File: config.mk
export PLATFORM = sky130hd
export DESIGN_NAME = prk_ram
export DESIGN_NICKNAME = d
export VERILOG_FILES = /design/src/hdl/prk_ram.sv
export SDC_FILE = /design/constraint.sdc
export NUM_CORES = 2
export LEC_CHECK = 0
export BUFFER_PORTS_ARGS = -buffer_cell sky130_fd_sc_hd__buf_2
export CORE_AREA = 5 5 480 482
export CTS_CLUSTER_SIZE = 20
export DETAILED_ROUTE_END_ITERATION = 16
export DIE_AREA = 0 0 485 487
export PLACE_DENSITY_LB_ADDON = 0.05
export SETUP_SLACK_MARGIN = 0.3
export SYNTH_ARGS = -nofsm -noshare
export SYNTH_HDL_FRONTEND = slang
export SYNTH_SLANG_ARGS = --single-unit
File: constraint.sdc
create_clock -name clock -period 4.5 [get_ports clock]
set_input_delay 0.45 -clock clock [delete_from_list [all_inputs] [get_ports clock]]
set_output_delay 0.45 -clock clock [all_outputs]
set_load 0.05 [all_outputs]
File: src/hdl/prk_ram.sv
// ----------------------------------------------------------------------------
// PageRank generic RAM
// Single write port, single read port, registered read data.
// ----------------------------------------------------------------------------
module prk_ram #(
   parameter int WIDTH = 32,
   parameter int DEPTH = 64
) (
   input  logic                     clock,
   input  logic                     wr_en,
   input  logic [$clog2(DEPTH)-1:0] wr_addr,
   input  logic [WIDTH-1:0]         wr_data,
   input  logic [$clog2(DEPTH)-1:0] rd_addr,
   output logic [WIDTH-1:0]         rd_data
);
   logic [WIDTH-1:0] mem [DEPTH];
   logic [WIDTH-1:0] rd_data_ff;

   always_ff @(posedge clock) begin
      if (wr_en) mem[wr_addr] <= wr_data;
      rd_data_ff <= mem[rd_addr];
   end

   assign rd_data = rd_data_ff;
endmodule

==> summary.txt <==
Synth
  – Post-synth cell types: 34
  – Asr flop ratio synth: 0%
  – Ys Warns: 0
  – Count leader, synth: edfxtp_1
  – Register area share after synthesis: between 70% and 80%
  – Leading area contributor after synthesis: edfxtp_1
  – Post-synth EDFFs: around 2,000
  – Net count after synthesis: approximately 3,400
  – Synth top area share: 78.33%
  – Syn Area/Cell: ~24 sq um
  – Syn Inst Count: roughly 3,300
  – Mapped Area: approximately 79,000 sq um
  – #FFs+latches synth: roughly 2,100
  – Ranking of synthesized cells by area: edfxtp_1 (78%), mux4_2 (16%), mux2i_1 (1.2%)
  – Ys flop type: edfxtp_1
  – Synth cell count leaders: edfxtp_1 (2,048), mux4_2 (544), nor2_1 (137)

Worst setup path
  – CP Capture Type: flop
  – Arr. time, crit path: about 3.3 ns
  – Reg2reg start: mem[60][14]$_DFFE_PP_
  – Crit Path Max Fanout: 53
  – Most frequent cell on the critical path: mux4_2
  – R2R cell count: 4
  – Crit-path max cell delay: a little over 0.7 ns
  – Worst Path Buf+Inv: 2
  – CP cell instances: buf_8, buf_4, mux4_2, mux4_2, o22ai_1, nor2_1
  – R2R setup slack: a little over 2 ns
  – Required time of the critical path: just over 5 ns
  – CP delay by family, top: multiplexers
  – Worst setup SP type: input pin
  – CP max stage cell: o22ai_1
  – RR Endpoint: rd_data[14]$_DFF_P_
  – Crit path kind: input pin to flop

Floorplanning
  – Die Ht: 487 microns
  – Die width: 485 microns
  – Die Footprint: 236,200 sq um
  – Initial cell density of the core: 34.75%
  – Core area: about 230,000 sq um
  – Boundary pin count: between 70 and 80
  – # rows: 175

STA
  – Final TNS setup: 0 ns
  – FMAX: 381.1 MHz
  – Worst-Margin Slew: roughly 1.3 ns
  – Crit share post-route: roughly 60%
  – Final Hold Vio Count: 0
  – Slew Limit Fails: 0
  – Clock Skew: approximately 0.024 ns
  – Fin crit period: 2.624 ns
  – Setup Viol. Count Final: 0
  – Max_slew headroom: 12.73%
  – RSZ-0062 raised after global routing: no

Cells and area
  – Post-route cell area: 91,680 sq um
  – Layout cells sized above 1: between 30% and 40%
  – Nets: ~3,700
  – Area delta synth->final: 16.76%
  – Register area: approximately 62,000 sq um
  – Multi-input logic area: between 15,000 and 20,000 sq um
  – Fill count: about 20,000

GRT
  – GRT Overall Usage: between 10% and 20%
  – Antenna violations before repair: 21
  – Largest net degree at the start of global routing: 73
  – Vias in the first global route: approximately 39,000
  – Grt total ovfl: 0
  – First-pass GRT wire length: between 300,000 and 400,000 microns

Placed design
  – GPL Wtd Cong: around 0.74
  – Port Buffers: 77
  – Dpl hpwl: between 100,000 and 150,000 microns
  – Area post-placement: approximately 84,000 sq um

Route
  – Routed WL: 231,700 microns
  – 1st-iter DRT viols: 3,531
  – Drt pass-1 iters: 5
  – ANT nets after route: 0
  – DR WL/cell: approximately 34 microns
  – Via-per-instance ratio: 5.357
  – DRC: 0
  – DR vias: between 30,000 and 40,000

Clocking
  – CTS Buffer Depth: 3
  – Postcts setup bufs: 0
  – CTS Sinks: between 2,000 and 2,500
  – CTS H-tree depth: 4
  – Worst skew pair latency: 0.86 ns
  – Root Driver: clkbuf_16
  – TritonCTS clock tree: built
  – Clock Pin Slew Worst Setup and Hold Paths: 0.06 ns
  – Number of buffers created by CTS: between 200 and 250

Power
  – Pwr/cell area: ~460 nW/um^2
  – Logic pwr share: 5.2%
  – Pleak: approximately 0.028 uW
  – Max VDD drop: between 0.0003 and 0.0004 V
  – Total power: ~42,000 uW
  – Int Pwr: ~33,000 uW
  – Net Switching: between 9000 and 10,000 uW
  – Sw frac: 21.56%
  – Flop pwr share: between 50% and 60%
  – Clock power share: a little over two fifths

Hold path
  – WHS Endpoint: mem[10][20]$_DFFE_PP_
  – Worst Hold Depth: 1
  – Hold Crit Class: input pin to flop
  – Worst hold start: wr_data[20]

Job
  – MaxCap Viol Count: 0

Run status
  – Status: completed
## timing repair
| action | 4_1_cts | 5_1_grt |
|---|---|---|
| hold buffers | 1 | 0 |
| endpoints found under the hold margin | 23 | 0 |
| gates resized for setup | 0 | 0 |
## cells by family (layout without fill, tap and decap cells)
group                  count (synthesis)  after routing  share of synthesized area, %
AO/OA/AOI/OAI                        202            202                         1.673
buffers and inverters                182            711                         1.128
flip-flops                          2080           2080                         79.14
multiplexers                         637            637                         16.79
other                                  0              6                             0
AND/OR/NAND/NOR                      223            223                         1.265
## cells in the final DEF, fill, tap and decap left out, types with 5 or more instances in the layout
| master | count |
|---|---|
| a21oi_1 | 62 |
| a22oi_1 | 12 |
| a311oi_1 | 8 |
| buf_12 | 40 |
| buf_2 | 73 |
| buf_4 | 168 |
| bufinv_16 | 21 |
| clkbuf_1 | 43 |
| clkbuf_16 | 229 |
| clkbuf_8 | 10 |
| clkinv_1 | 57 |
| clkinv_2 | 53 |
| dfxtp_1 | 32 |
| diode_2 | 6 |
| edfxtp_1 | 2048 |
| mux2i_1 | 93 |
| mux4_2 | 544 |
| nand2_1 | 26 |
| nand2b_1 | 7 |
| nand3_1 | 5 |
| nand3b_1 | 5 |
| nor2_1 | 75 |
| nor2_4 | 62 |
| nor2b_1 | 15 |
| nor3_1 | 5 |
| o221ai_1 | 27 |
| o22ai_1 | 84 |
## registers in the layout, indices dropped and copies added (netlist names)
register / count
mem: 2048
rd_data: 32
## routing by layer
| layer | global-route usage [%] | vias up | share of wire, % |
|---|---|---|---|
| met5 | 0 | - | 0.0099 |
| met4 | 5.916 | 4 | 3.1 |
| met3 | 3.298 | 317 | 4.8 |
| met2 | 32.50 | 1052 | 49 |
| met1 | 26.54 | 20426 | 43 |
| li1 | - | 14990 | - |
## power by group through the flow
| stage | clock network [uW] | registers, uW | logic [uW] |
|---|---|---|---|
| 4_1_cts | 18600 | 21600 | 2250 |
| 3_5_place_dp | 0 | 22000 | 2250 |
| 6_report | 18200 | 21600 | 2180 |
| 5_1_grt | 19500 | 21600 | 2320 |
| 2_1_floorplan | 0 | 22000 | 1040 |
| 3_3_place_gp | 0 | 22000 | 2220 |
## metrics by stage
stage | instances | utilization (%) | worst slack, ns | hold slack, ns
global placement | 6436 | 37.33 | 0.7628 | 0.7326
detailed placement | 6436 | 37.33 | 0.8225 | 0.7488
global route | 6864 | 40.57 | 1.845 | 0.1078
floorplan | 3324 | - | 0.8902 | 0.5489
CTS | 6862 | 40.56 | 1.772 | 0.04066
finish | 6868 | 40.57 | 1.876 | 0.1424
## area by class of cell
class                   instances  area share (%)
repair buffers                286           2.720
clock inverters               143           1.383
flip-flops and latches       2080           67.78
well taps                    3009           4.107
multi-input cells            1062           17.42
diodes                          6         0.01638
clock buffers                 282           6.577
## worst max path at each step
stage,to,depth (start not counted),startpoint
6_report,rd_data[14]$_DFF_P_,6,rd_addr[1]
5_1_grt,rd_data[1]$_DFF_P_,7,rd_addr[1]
4_1_cts,rd_data[1]$_DFF_P_,7,rd_addr[1]
3_5_place_dp,rd_data[1]$_DFF_P_,7,rd_addr[1]
3_3_place_gp,rd_data[1]$_DFF_P_,7,rd_addr[1]
2_1_floorplan,mem[48][0]$_DFFE_PP_,4,wr_addr[3]
(Power assumes the default switching activity.)
