==> src/hdl/prk_div.sv <==
// ----------------------------------------------------------------------------
// PageRank divider
// Restoring unsigned divider, one quotient bit per cycle.
// ----------------------------------------------------------------------------
module prk_div #(
   parameter int NUM_W = 33,
   parameter int DEN_W = 11
) (
   input  logic             clock,
   input  logic             reset,
   input  logic             start,
   input  logic [NUM_W-1:0] num,
   input  logic [DEN_W-1:0] den,
   output logic             done,
   output logic [NUM_W-1:0] quo
);
   localparam int CNT_W = $clog2(NUM_W + 1);

   logic [NUM_W-1:0] q_ff, q_in;
   logic [DEN_W:0]   r_ff, r_in;
   logic [DEN_W-1:0] d_ff, d_in;
   logic [CNT_W-1:0] cnt_ff, cnt_in;
   logic             busy_ff, busy_in, done_ff, done_in;
   logic [DEN_W:0]   trial;

   always_comb begin
      q_in = q_ff; r_in = r_ff; d_in = d_ff; cnt_in = cnt_ff;
      busy_in = busy_ff; done_in = 1'b0;
      trial = {r_ff[DEN_W-1:0], q_ff[NUM_W-1]};
      if (start) begin
         q_in = num; r_in = '0; d_in = den;
         cnt_in = CNT_W'(NUM_W); busy_in = 1'b1;
      end else if (busy_ff) begin
         if (trial >= {1'b0, d_ff}) begin
            r_in = trial - {1'b0, d_ff};
            q_in = {q_ff[NUM_W-2:0], 1'b1};
         end else begin
            r_in = trial;
            q_in = {q_ff[NUM_W-2:0], 1'b0};
         end
         cnt_in = cnt_ff - 1'b1;
         if (cnt_ff == CNT_W'(1)) begin
            busy_in = 1'b0; done_in = 1'b1;
         end
      end
   end

   always_ff @(posedge clock) begin
      q_ff <= q_in; r_ff <= r_in; d_ff <= d_in; cnt_ff <= cnt_in;
      if (reset) begin
         busy_ff <= 1'b0; done_ff <= 1'b0;
      end else begin
         busy_ff <= busy_in; done_ff <= done_in;
      end
   end

   assign done = done_ff;
   assign quo  = q_ff;
endmodule

==> config.mk <==
export PLATFORM = sky130hd
export DESIGN_NAME = prk_div
export DESIGN_NICKNAME = d
export VERILOG_FILES = /design/src/hdl/prk_div.sv
export SDC_FILE = /design/constraint.sdc
export NUM_CORES = 1
export LEC_CHECK = 0
export BUFFER_PORTS_ARGS = -buffer_cell sky130_fd_sc_hd__buf_2
export CORE_MARGIN = 2
export CORE_UTILIZATION = 48
export DETAILED_ROUTE_END_ITERATION = 8
export GPL_TIMING_DRIVEN = 0
export PLACE_DENSITY = 0.75
export SETUP_SLACK_MARGIN = 0.05
export SLEW_MARGIN = 10
export SYNTH_ARGS = -nofsm -noshare
export SYNTH_HDL_FRONTEND = slang
export SYNTH_SLANG_ARGS = --single-unit
==> constraint.sdc <==
create_clock -name clock -period 2.23 [get_ports clock]
set_clock_uncertainty 0.1 [all_clocks]
set_input_delay 0 -clock clock [delete_from_list [all_inputs] [get_ports clock]]
set_output_delay 0 -clock clock [all_outputs]
set_load 0.02 [all_outputs]
==> summary.md, run 1 <==
| Metric | Value |
|---|---|
| Status | `finished with violations` |
| Failing checks | `negative setup slack` |
| Total leakage power | `1.840 nW` |
| Crit-path max FO | `6` |
| TritonCTS clock tree | `built` |
| Setup TNS | `-1.623 ns` |
| Syn Area/Cell | `12.20 µm²` |
| Syn Inst Count | `258` |
| Clock latency on the worst-skew pair | `0.33 ns` |
| Area delta synth->final | `40.46%` |
| Comb pwr share | `25.8%` |
| Initial antenna violation count | `0` |
| Worst min-delay path startpoint | `den[2]` |
| Number of diodes | `0` |
| Crit Reg-Reg Endpoint | `r_ff[3]$_SDFFE_PP0P_` |
| Nets | `464` |
| RSZ-0062 raised after global routing | `true` |
| Total track usage | `20.35%` |
| Relative slew slack | `62.24%` |
| CTS sink count | `63` |
| Final slew viol count | `0` |
| Die extent in x | `84.99 µm` |
| Post-detail-place hpwl | `4.361 mm` |
| Most frequent cells in the layout | `buf_2 (81), dlygate4sd3_1 (46), edfxtp_1 (44)` |
| Main synth FF type | `edfxtp_1` |
| Fmax | `404.2 MHz` |
| Synth top area share | `41.97%` |
| Largest area contributor in the netlist | `edfxtp_1` |
| Drt total wl | `7.211 mm` |
| Async set or reset register ratio after synthesis | `0%` |
| Yosys Warn Count | `0` |
| Worst setup margin | `-0.2441 ns` |
| Crit path capture type | `flip-flop` |
| Routed Antenna Nets | `0` |
| Vias | `2,519` |
| P_int | `2.299 mW` |
| PortBufs | `80` |
| Crit path from | `d_ff[0]$_DFFE_PP_` |
| Clock buffer depth | `2` |
| Remaining DRCs | `0` |
| Dpl ws | `-0.2404 ns` |
| Num CTS Buffers | `9` |
| Seq/Total Area, Yosys | `54.05%` |
| CTS H-tree depth | `3` |
| Hold slack | `0.2690 ns` |
| Share of cells above drive strength 1 | `37.99%` |
| Die Area | `7222 µm²` |
| Reg power frac | `44.6%` |
| Switching power | `949.6 µW` |
| Synth area leaders | `edfxtp_1 (42%), dfxtp_1 (12%), mux2_2 (12%)` |
| Vias in the first global route | `2,472` |
| Core area | `6350 µm²` |
| CP Capture Point | `r_ff[3]$_SDFFE_PP0P_` |
| Clock root buffer | `clkbuf_8` |
| Fin crit share | `110.9%` |
| CP Data Required Time | `2.32 ns` |
| RR Startpoint | `d_ff[0]$_DFFE_PP_` |
| Worst Setup Start Kind | `flip-flop` |
| Top Ports | `81` |
| Die Height | `84.99 µm` |
| GRT Residual Overflow | `0` |
| VDD IR max | `0.5377 mV` |
| Gp weighted congestion | `0.8912` |
| Yosys reg bits | `63` |
| Slowest CP cell | `edfxtp_1` |
| Global-route wire length before repair | `11.56 mm` |
| Worst-margin pin slew | `0.5646 ns` |
| Worst reg2reg setup slack | `-0.24 ns` |
| Final Hold Viols | `0` |
| Library cells used by synthesis | `44` |
| Most common cell after layout, fill and taps aside | `buf_2` |
| Routed len/inst | `14.87 µm` |
| Net Sw Frac | `29.23%` |
| Endpoints failing setup | `12` |
| Clock Power Share | `29.6%` |
| Min-delay worst type | `in -> reg` |
| WS Path Type | `reg -> reg` |
| Critical-path cell list | `ha_4 -> fa_2 -> nor2b_2 -> o31a_1 -> o21ai_4 -> o21ai_4 -> buf_6 -> mux2i_1 -> a211oi_1` |
| Rows | `29` |
| Post-synth EDFFs | `44` |
| Initial Util | `49.58%` |
| Largest net degree at the start of global routing | `18` |
| Final Total Pwr | `3.249 mW` |
| CTS clk-pin slew, worst paths | `0.07 ns` |
| Most used cell, CP | `o21ai_4` |
| Max_cap viols | `0` |
| Synthesized Nets | `319` |
| Crit path DAT | `2.57 ns` |
| Vias/cell | `5.194` |
| R2R depth | `9` |
| Mapped Area | `3148 µm²` |
| Period minus WS final | `2.474 ns` |
| 1st-iter DRT viols | `144` |
| Cell area power density | `734.8 nW/µm²` |
| First-pass DRT Iterations | `4` |
| Crit path largest cell delay | `0.42 ns` |
synthesized netlist by cell type (2+ instances only):
| library cell | number |
|---|---|
| a211oi_1 | 8 |
| a21oi_1 | 7 |
| a311oi_1 | 2 |
| buf_1 | 5 |
| clkbuf_1 | 4 |
| dfxtp_1 | 19 |
| edfxtp_1 | 44 |
| ha_1 | 13 |
| inv_1 | 16 |
| mux2_2 | 33 |
| mux2i_1 | 7 |
| nand2_1 | 10 |
| nand2b_1 | 7 |
| nand3_1 | 4 |
| nor2_1 | 23 |
| nor2b_1 | 2 |
| nor3_1 | 4 |
| nor4_2 | 2 |
| o211ai_1 | 3 |
| o21a_1 | 2 |
| o21ai_0 | 6 |
| o21ai_1 | 3 |
| o21ai_4 | 2 |
| o22ai_1 | 2 |
| o31a_1 | 2 |
| or2_2 | 2 |
| or3_1 | 2 |
| xnor2_1 | 7 |
| xor2_1 | 2 |
per-stage QoR:
step,cells,area [µm²],util [%]
5_1_grt,485,4422,69.64
3_5_place_dp,415,3650,57.48
4_1_cts,482,4345,68.43
6_report,485,4422,69.64
3_3_place_gp,415,3650,57.48
2_1_floorplan,258,3153,-
worst min-delay path by stage:
stage	end	slack, ns	cells after the start
after floorplan	busy_ff$_SDFF_PP0_	-0.03	1
after global placement	d_ff[9]$_DFFE_PP_	0.08	1
after detailed placement	d_ff[4]$_DFFE_PP_	0.08	1
after CTS	d_ff[4]$_DFFE_PP_	0.26	2
after global routing	d_ff[2]$_DFFE_PP_	0.26	2
final	d_ff[2]$_DFFE_PP_	0.27	2
power by group through the flow:
| stage | clock, mW | sequential, mW | combinational, mW |
|---|---|---|---|
| floorplan | 0 | 1.54 | 0.428 |
| global placement | 0 | 1.46 | 0.678 |
| detailed placement | 0 | 1.47 | 0.694 |
| CTS | 0.981 | 1.44 | 0.787 |
| global route | 1.04 | 1.46 | 0.910 |
| finish | 0.962 | 1.45 | 0.838 |
cell type report:
class | count | area, µm²
Sequential cell | 63 | 1702
Buffer | 11 | 51.30
Tap cell | 77 | 96.34
Clock inverter | 6 | 61.31
Fill cell | 408 | 1928
Multi-Input combinational cell | 169 | 1403
Clock buffer | 10 | 127.6
Inverter | 16 | 60.06
Timing Repair Buffer | 133 | 920.9
flip-flops by register name, summed over array words and instances, names as in the netlist:
register	count
busy_ff	1
quo	33
done	1
r_ff	11
cnt_ff	6
d_ff	11
routing by layer:
metal	up-vias	global-route usage (%)	share of wire, %
met5	-	0	0
met4	0	9.380	2.3
met3	15	4.572	5.1
met2	83	34.23	51
met1	1178	24.89	42
li1	1243	-	-
logic make-up after synthesis:
logic type               after synthesis  synth area share, %
buffers and inverters                 27                3.497
XOR/XNOR                               9                2.504
flip-flops                            63                54.05
AND/OR/NAND/NOR                       64                10.57
AO/OA/AOI/OAI                         40                9.062
multiplexers                          41                14.51
adder cells (fa/ha/maj)               14                5.803
worst max-delay path, delay by kind of cell, from the launching register on:
family / cells / cell delay, ns
AO/OA/AOI/OAI: 4 / 0.69
adder cells (fa/ha/maj): 2 / 0.55
flip-flops: 1 / 0.42
multiplexers: 1 / 0.25
buffers and inverters: 1 / 0.17
AND/OR/NAND/NOR: 1 / 0.14
repair_timing:
| action | in CTS | in global routing |
|---|---|---|
| endpoints found under the setup margin | 45 | 12 |
| cloned | 2 | 0 |
| hold buffers | 46 | 0 |
| pin swaps | 5 | 8 |
| hold endpoints to repair | 57 | 0 |
| resized for setup | 6 | 10 |
| buffers inserted | 3 | 3 |
Note: power is estimated with default switching activity, not from simulation.
==> run 2, diff against run 1 <==
- BUFFER_PORTS_ARGS: -buffer_cell sky130_fd_sc_hd__buf_2 -> -buffer_cell sky130_fd_sc_hd__buf_4
==> run 2 against run 1 <==
Compared with the run above:
- core utilization grew 4.1 points
- sequential power about the same
- the run still ends with negative setup slack left
- non-clock buffer count increased by 5
- fmax up 1.8%
- sequential share of layout area decreased by 2.1 points
- wire length increased by 8.8%
- largest cell class unchanged
- combinational power up 9.9%
- total power up 7.5%
==> summary.md, run 2 (synthesis results as in run 1) <==
| Metric | Value |
|---|---|
| TritonCTS clock tree | `built` |
| Vias/cell | `5.180` |
| CTS clk-pin slew, worst paths | `0.08 ns` |
| Share of cells above drive strength 1 | `39.56%` |
| First-pass DRT Iterations | `4` |
| Clock latency on the worst-skew pair | `0.35 ns` |
| Num CTS Buffers | `9` |
| Status | `finished with violations` |
| Worst path top cell family by delay | `compound AO/OA/AOI/OAI gates` |
| Die extent in x | `84.99 µm` |
| Crit-path max FO | `6` |
| Setup TNS | `-1.808 ns` |
| Clock root buffer | `clkbuf_8` |
| WS Path Type | `reg -> reg` |
| Final Hold Viols | `0` |
| Routed Antenna Nets | `0` |
| Routed len/inst | `16.04 µm` |
| Crit path buf inv count | `1` |
| Core area | `6350 µm²` |
| Remaining DRCs | `0` |
| Worst setup margin | `-0.2012 ns` |
| Initial Util | `49.58%` |
| Max_cap viols | `0` |
| Endpoints failing setup | `12` |
| GRT Residual Overflow | `0` |
| Dpl ws | `-0.2616 ns` |
| Relative slew slack | `60.57%` |
| Min-delay worst type | `in -> reg` |
| Clock buffer depth | `2` |
| Most frequent cells in the layout | `buf_4 (91), dlygate4sd3_1 (46), edfxtp_1 (44)` |
| Drt total wl | `7.844 mm` |
| Failing checks | `negative setup slack` |
| Fmax | `411.3 MHz` |
| Crit path capture type | `flip-flop` |
| Post-detail-place hpwl | `4.701 mm` |
| Most used cell, CP | `o21ai_4` |
| Vias | `2,533` |
| Die Height | `84.99 µm` |
| PortBufs | `80` |
| Die Area | `7222 µm²` |
| Period minus WS final | `2.431 ns` |
| Critical-path cell list | `ha_4 -> fa_2 -> nor2b_2 -> o31a_1 -> o21ai_4 -> o21ai_4 -> buf_6 -> mux2i_2 -> a211oi_2` |
| Worst Setup Start Kind | `flip-flop` |
| 1st-iter DRT viols | `110` |
| Final Core Density | `73.73%` |
| Largest register FFs | `33` |
| Rows | `29` |
| Nets | `468` |
| CTS sink count | `63` |
| RSZ-0062 raised after global routing | `true` |
| Final slew viol count | `0` |
| Crit path largest cell delay | `0.42 ns` |
| Initial antenna violation count | `0` |
| Most common cell after layout, fill and taps aside | `buf_4` |
| Number of diodes | `0` |
| Total leakage power | `1.946 nW` |
| Top Ports | `81` |
| VDD IR max | `0.5404 mV` |
| Crit path DAT | `2.55 ns` |
| Largest net degree at the start of global routing | `34` |
| Fin crit share | `109.0%` |
| Vias in the first global route | `2,569` |
| CTS H-tree depth | `3` |
| Cell area power density | `746.3 nW/µm²` |
| Area delta synth->final | `48.73%` |
| Total track usage | `22.62%` |
| Worst-margin pin slew | `0.5895 ns` |
| CP Data Required Time | `2.35 ns` |
| Slowest CP cell | `edfxtp_1` |
| Gp weighted congestion | `0.7879` |
| Global-route wire length before repair | `12.45 mm` |
-- run 2: cell count changes in the layout (fill, tap and decap cells not counted), sizes merged --
cell / before / now
clkinvlp: 1 / 2
clkbuf: 14 / 13
buf: 94 / 99
clkinv: 4 / 2
inv: 16 / 17
bufinv: 1 / 2
or2: 3 / 2
-- run 2: cell type report --
class                   instances  area (µm²)
well taps                      77       96.34
inverters                      16       60.06
clock buffers                   9       123.9
flip-flops and latches         63        1702
clock inverters                 7       96.34
repair buffers                138        1155
fillers                       401        1668
multi-input cells             168        1396
plain buffers                  11       52.55
-- run 2: timing repair --
item / 4_1_cts / 5_1_grt
setup buffers: 7 / 4
gates cloned: 1 / 0
endpoints found under the hold margin: 57 / 0
hold buffers: 46 / 0
endpoints found under the setup margin: 45 / 12
resized for setup: 9 / 9
pin swaps: 7 / 7
-- run 2: per-layer routing --
metal,vias to the layer above,GRT usage (%),share of wire (%)
li1,1243,-,-
met3,16,5.350,4.0
met5,-,0,0
met4,0,11.40,2.9
met1,1206,26.11,40
met2,68,39.13,53
-- run 2: path summary, 6_finish.rpt --
check                          from                     end  cells past startpoint  slack (ns)
min                          den[5]       d_ff[5]$_DFFE_PP_                      2        0.26
max               d_ff[0]$_DFFE_PP_    r_ff[4]$_SDFFE_PP0P_                      9       -0.20
max reg2reg       d_ff[0]$_DFFE_PP_    r_ff[4]$_SDFFE_PP0P_                      9       -0.20
min reg2reg  cnt_ff[1]$_SDFFE_PP0P_  cnt_ff[1]$_SDFFE_PP0P_                      2        0.40
-- run 2: power by group --
| group | leakage [nW] | switching (mW) | internal (mW) |
|---|---|---|---|
| registers | 0.596 | 0.0719 | 1.38 |
| clock network | 0.103 | 0.488 | 0.631 |
| logic | 1.25 | 0.450 | 0.472 |
| total | 1.95 | 1.01 | 2.48 |
-- run 2: per-stage QoR --
| stage | power [mW] | instances | hold WS, ns | cell area, µm² |
|---|---|---|---|---|
| 6_report | 3.494 | 489 | 0.2643 | 4682 |
| 5_1_grt | 3.645 | 489 | 0.2580 | 4682 |
| 4_1_cts | 3.455 | 485 | 0.2562 | 4614 |
| 3_5_place_dp | 2.230 | 415 | 0.07538 | 3850 |
| 3_3_place_gp | 2.207 | 415 | 0.07419 | 3850 |
| 2_1_floorplan | 1.969 | 258 | -0.02762 | 3153 |
==> run 3, diff against run 2 <==
- GPL_TIMING_DRIVEN: 0 -> default
- SETUP_SLACK_MARGIN: 0.05 -> default
==> run 3 against run 2 <==
Compared with the run above:
- the run still ends with negative setup slack left
- sequential power is essentially flat
- first-iteration DRC count grew 14%
- critical path type unchanged
- design area grew 2.0%
- critical path depth is the same
- final cell count grew 1.4%
==> summary.md, run 3 (synthesis results as in run 1) <==
| Metric | Value |
|---|---|
| Top Ports | `81` |
| Worst Setup Start Kind | `flip-flop` |
| Worst path top cell family by delay | `compound AO/OA/AOI/OAI gates` |
| PortBufs | `80` |
| Fmax | `414.3 MHz` |
| CTS sink count | `63` |
| Clock latency on the worst-skew pair | `0.35 ns` |
| Final Hold Viols | `0` |
| Drt total wl | `7.770 mm` |
| Failing checks | `negative setup slack` |
| Critical-path cell list | `ha_4 -> fa_2 -> nor2b_2 -> o31a_1 -> o21ai_4 -> o21ai_4 -> buf_6 -> mux2i_1 -> a211oi_2` |
| Clock buffer depth | `2` |
| Most common cell after layout, fill and taps aside | `buf_4` |
| Crit-path max FO | `7` |
| Relative slew slack | `70.36%` |
| Remaining DRCs | `0` |
| CP Data Required Time | `2.37 ns` |
| Switching power | `999.7 µW` |
| Cell area power density | `738.0 nW/µm²` |
| Initial antenna violation count | `0` |
| Share of cells above drive strength 1 | `42.24%` |
| Slowest CP cell | `edfxtp_1` |
| Crit path buf inv count | `1` |
| Hold slack | `0.2501 ns` |
| Most used cell, CP | `o21ai_4` |
| WS Path Type | `reg -> reg` |
| Worst Hold Path Cells | `3` |
| Gp weighted congestion | `0.8662` |
| CTS clk-pin slew, worst paths | `0.08 ns` |
| Most frequent cells in the layout | `buf_4 (107), dlygate4sd3_1 (46), edfxtp_1 (44)` |
| Worst min-delay path startpoint | `reset` |
| VDD IR max | `0.4913 mV` |
| Worst reg2reg setup slack | `-0.18 ns` |
| Comb pwr share | `27.8%` |
| Nets | `475` |
| Worst setup margin | `-0.1839 ns` |
| Register area | `1702 µm²` |
| Min-delay worst type | `in -> reg` |
| Die Height | `84.99 µm` |
| Fillers | `378` |
| Number of diodes | `0` |
| Crit path DAT | `2.55 ns` |
| Dpl ws | `-0.1549 ns` |
| RSZ-0062 raised after global routing | `true` |
| CTS H-tree depth | `3` |
| Num CTS Buffers | `9` |
| Area delta synth->final | `51.63%` |
| Max_cap viols | `0` |
| Vias | `2,559` |
| Die extent in x | `84.99 µm` |
| Global-route wire length before repair | `11.71 mm` |
| WHS Endpoint | `busy_ff$_SDFF_PP0_` |
| Status | `finished with violations` |
| Core area | `6350 µm²` |
| Vias/cell | `5.159` |
| RR Startpoint | `d_ff[0]$_DFFE_PP_` |
| Total leakage power | `2.001 nW` |
| Rows | `29` |
| Routed Antenna Nets | `0` |
| Post-detail-place hpwl | `4.537 mm` |
| Die Area | `7222 µm²` |
| Largest register FFs | `33` |
| Crit Reg-Reg Endpoint | `r_ff[3]$_SDFFE_PP0P_` |
| First-pass DRT Iterations | `4` |
| Total track usage | `21.46%` |
| GRT met2 Usage | `37.29%` |
| Post-route cell area | `4773 µm²` |
| P_int | `2.523 mW` |
| Vias in the first global route | `2,521` |
| Fin crit share | `108.2%` |
| Clock root buffer | `clkbuf_8` |
| GRT Residual Overflow | `0` |
| Dpl cell area | `3978 µm²` |
| Routed len/inst | `15.67 µm` |
| TritonCTS clock tree | `built` |
| 1st-iter DRT viols | `125` |
| Reg power frac | `41.2%` |
| Multi-input gate area | `1396 µm²` |
| Crit path capture type | `flip-flop` |
| Final slew viol count | `0` |
| R2R depth | `9` |
| Clock Power Share | `31.0%` |
| Worst-margin pin slew | `0.4390 ns` |
| Initial Util | `49.58%` |
| Grt met3 use | `4.475%` |
| Largest net degree at the start of global routing | `51` |
| Endpoints failing setup | `12` |
| Crit path largest cell delay | `0.42 ns` |
| Most Used Layer, Global Route | `met2` |
| Period minus WS final | `2.414 ns` |
| Net Sw Frac | `28.38%` |
| Met1 Resource Use GR | `24.25%` |
-- run 3: changes by cell type in the layout (fill, tap and decap cells not counted), moves of 2 or more --
cell	change
buf_1	-5
clkbuf_2	-2
buf_4	+16
clkinv_2	+2
-- run 3: worst reg2reg max path, stage by stage, from the launching register on --
cell      delay (ns)
edfxtp_1        0.42
ha_4            0.19
fa_2            0.34
nor2b_2         0.14
o31a_1          0.21
o21ai_4         0.08
o21ai_4         0.28
buf_6           0.19
mux2i_1         0.25
a211oi_2        0.09
-- run 3: power groups by stage --
stage / Sequential (mW) / Clock [mW] / Combinational (mW)
floorplan: 1.54 / 0 / 0.428
global placement: 1.47 / 0 / 0.806
detailed placement: 1.47 / 0 / 0.822
CTS: 1.45 / 1.11 / 0.922
global route: 1.46 / 1.15 / 1.05
finish: 1.45 / 1.09 / 0.978
-- run 3: per-stage QoR --
step | util (%) | TNS, ns | total power [mW] | instances
2_1_floorplan | - | -1.130 | 1.969 | 258
3_3_place_gp | 62.64 | -0.2239 | 2.271 | 426
3_5_place_dp | 62.64 | -1.057 | 2.292 | 426
4_1_cts | 74.01 | -0.1568 | 3.479 | 492
5_1_grt | 75.17 | -2.258 | 3.666 | 496
6_report | 75.17 | -1.405 | 3.523 | 496
-- run 3: layout make-up --
type	count	area share, %
multi-input combinational	168	29.25
inverter	16	1.258
tap	77	2.018
timing repair buffer	156	27.37
clock buffer	10	2.674
sequential	63	35.65
clock inverter	6	1.782
-- run 3: metal layers --
metal  part of all wire, %  up-vias
li1                      -     1258
met4                   3.1        0
met5                     0        -
met1                    40     1215
met2                    53       67
met3                   4.0       19
-- run 3: worst max path at each step --
stage,startpoint,endpoint,slack (ns),cells after the start
after detailed placement,d_ff[0]$_DFFE_PP_,r_ff[4]$_SDFFE_PP0P_,-0.15,9
after global placement,d_ff[0]$_DFFE_PP_,r_ff[0]$_SDFFE_PP0P_,-0.05,8
after floorplan,quo[32]$_DFFE_PP_,quo[0]$_DFFE_PP_,-0.18,9
after CTS,quo[32]$_DFFE_PP_,quo[0]$_DFFE_PP_,-0.07,10
final,d_ff[0]$_DFFE_PP_,r_ff[3]$_SDFFE_PP0P_,-0.18,9
after global routing,d_ff[0]$_DFFE_PP_,r_ff[3]$_SDFFE_PP0P_,-0.26,9
-- run 3: repair_timing --
| action | 4_1_cts | 5_1_grt |
|---|---|---|
| hold buffers | 46 | 0 |
| pin swaps | 5 | 4 |
| gates resized for setup | 6 | 6 |
| hold endpoints to repair | 50 | 0 |
| setup buffers | 4 | 4 |
| setup endpoints to repair | 12 | 12 |
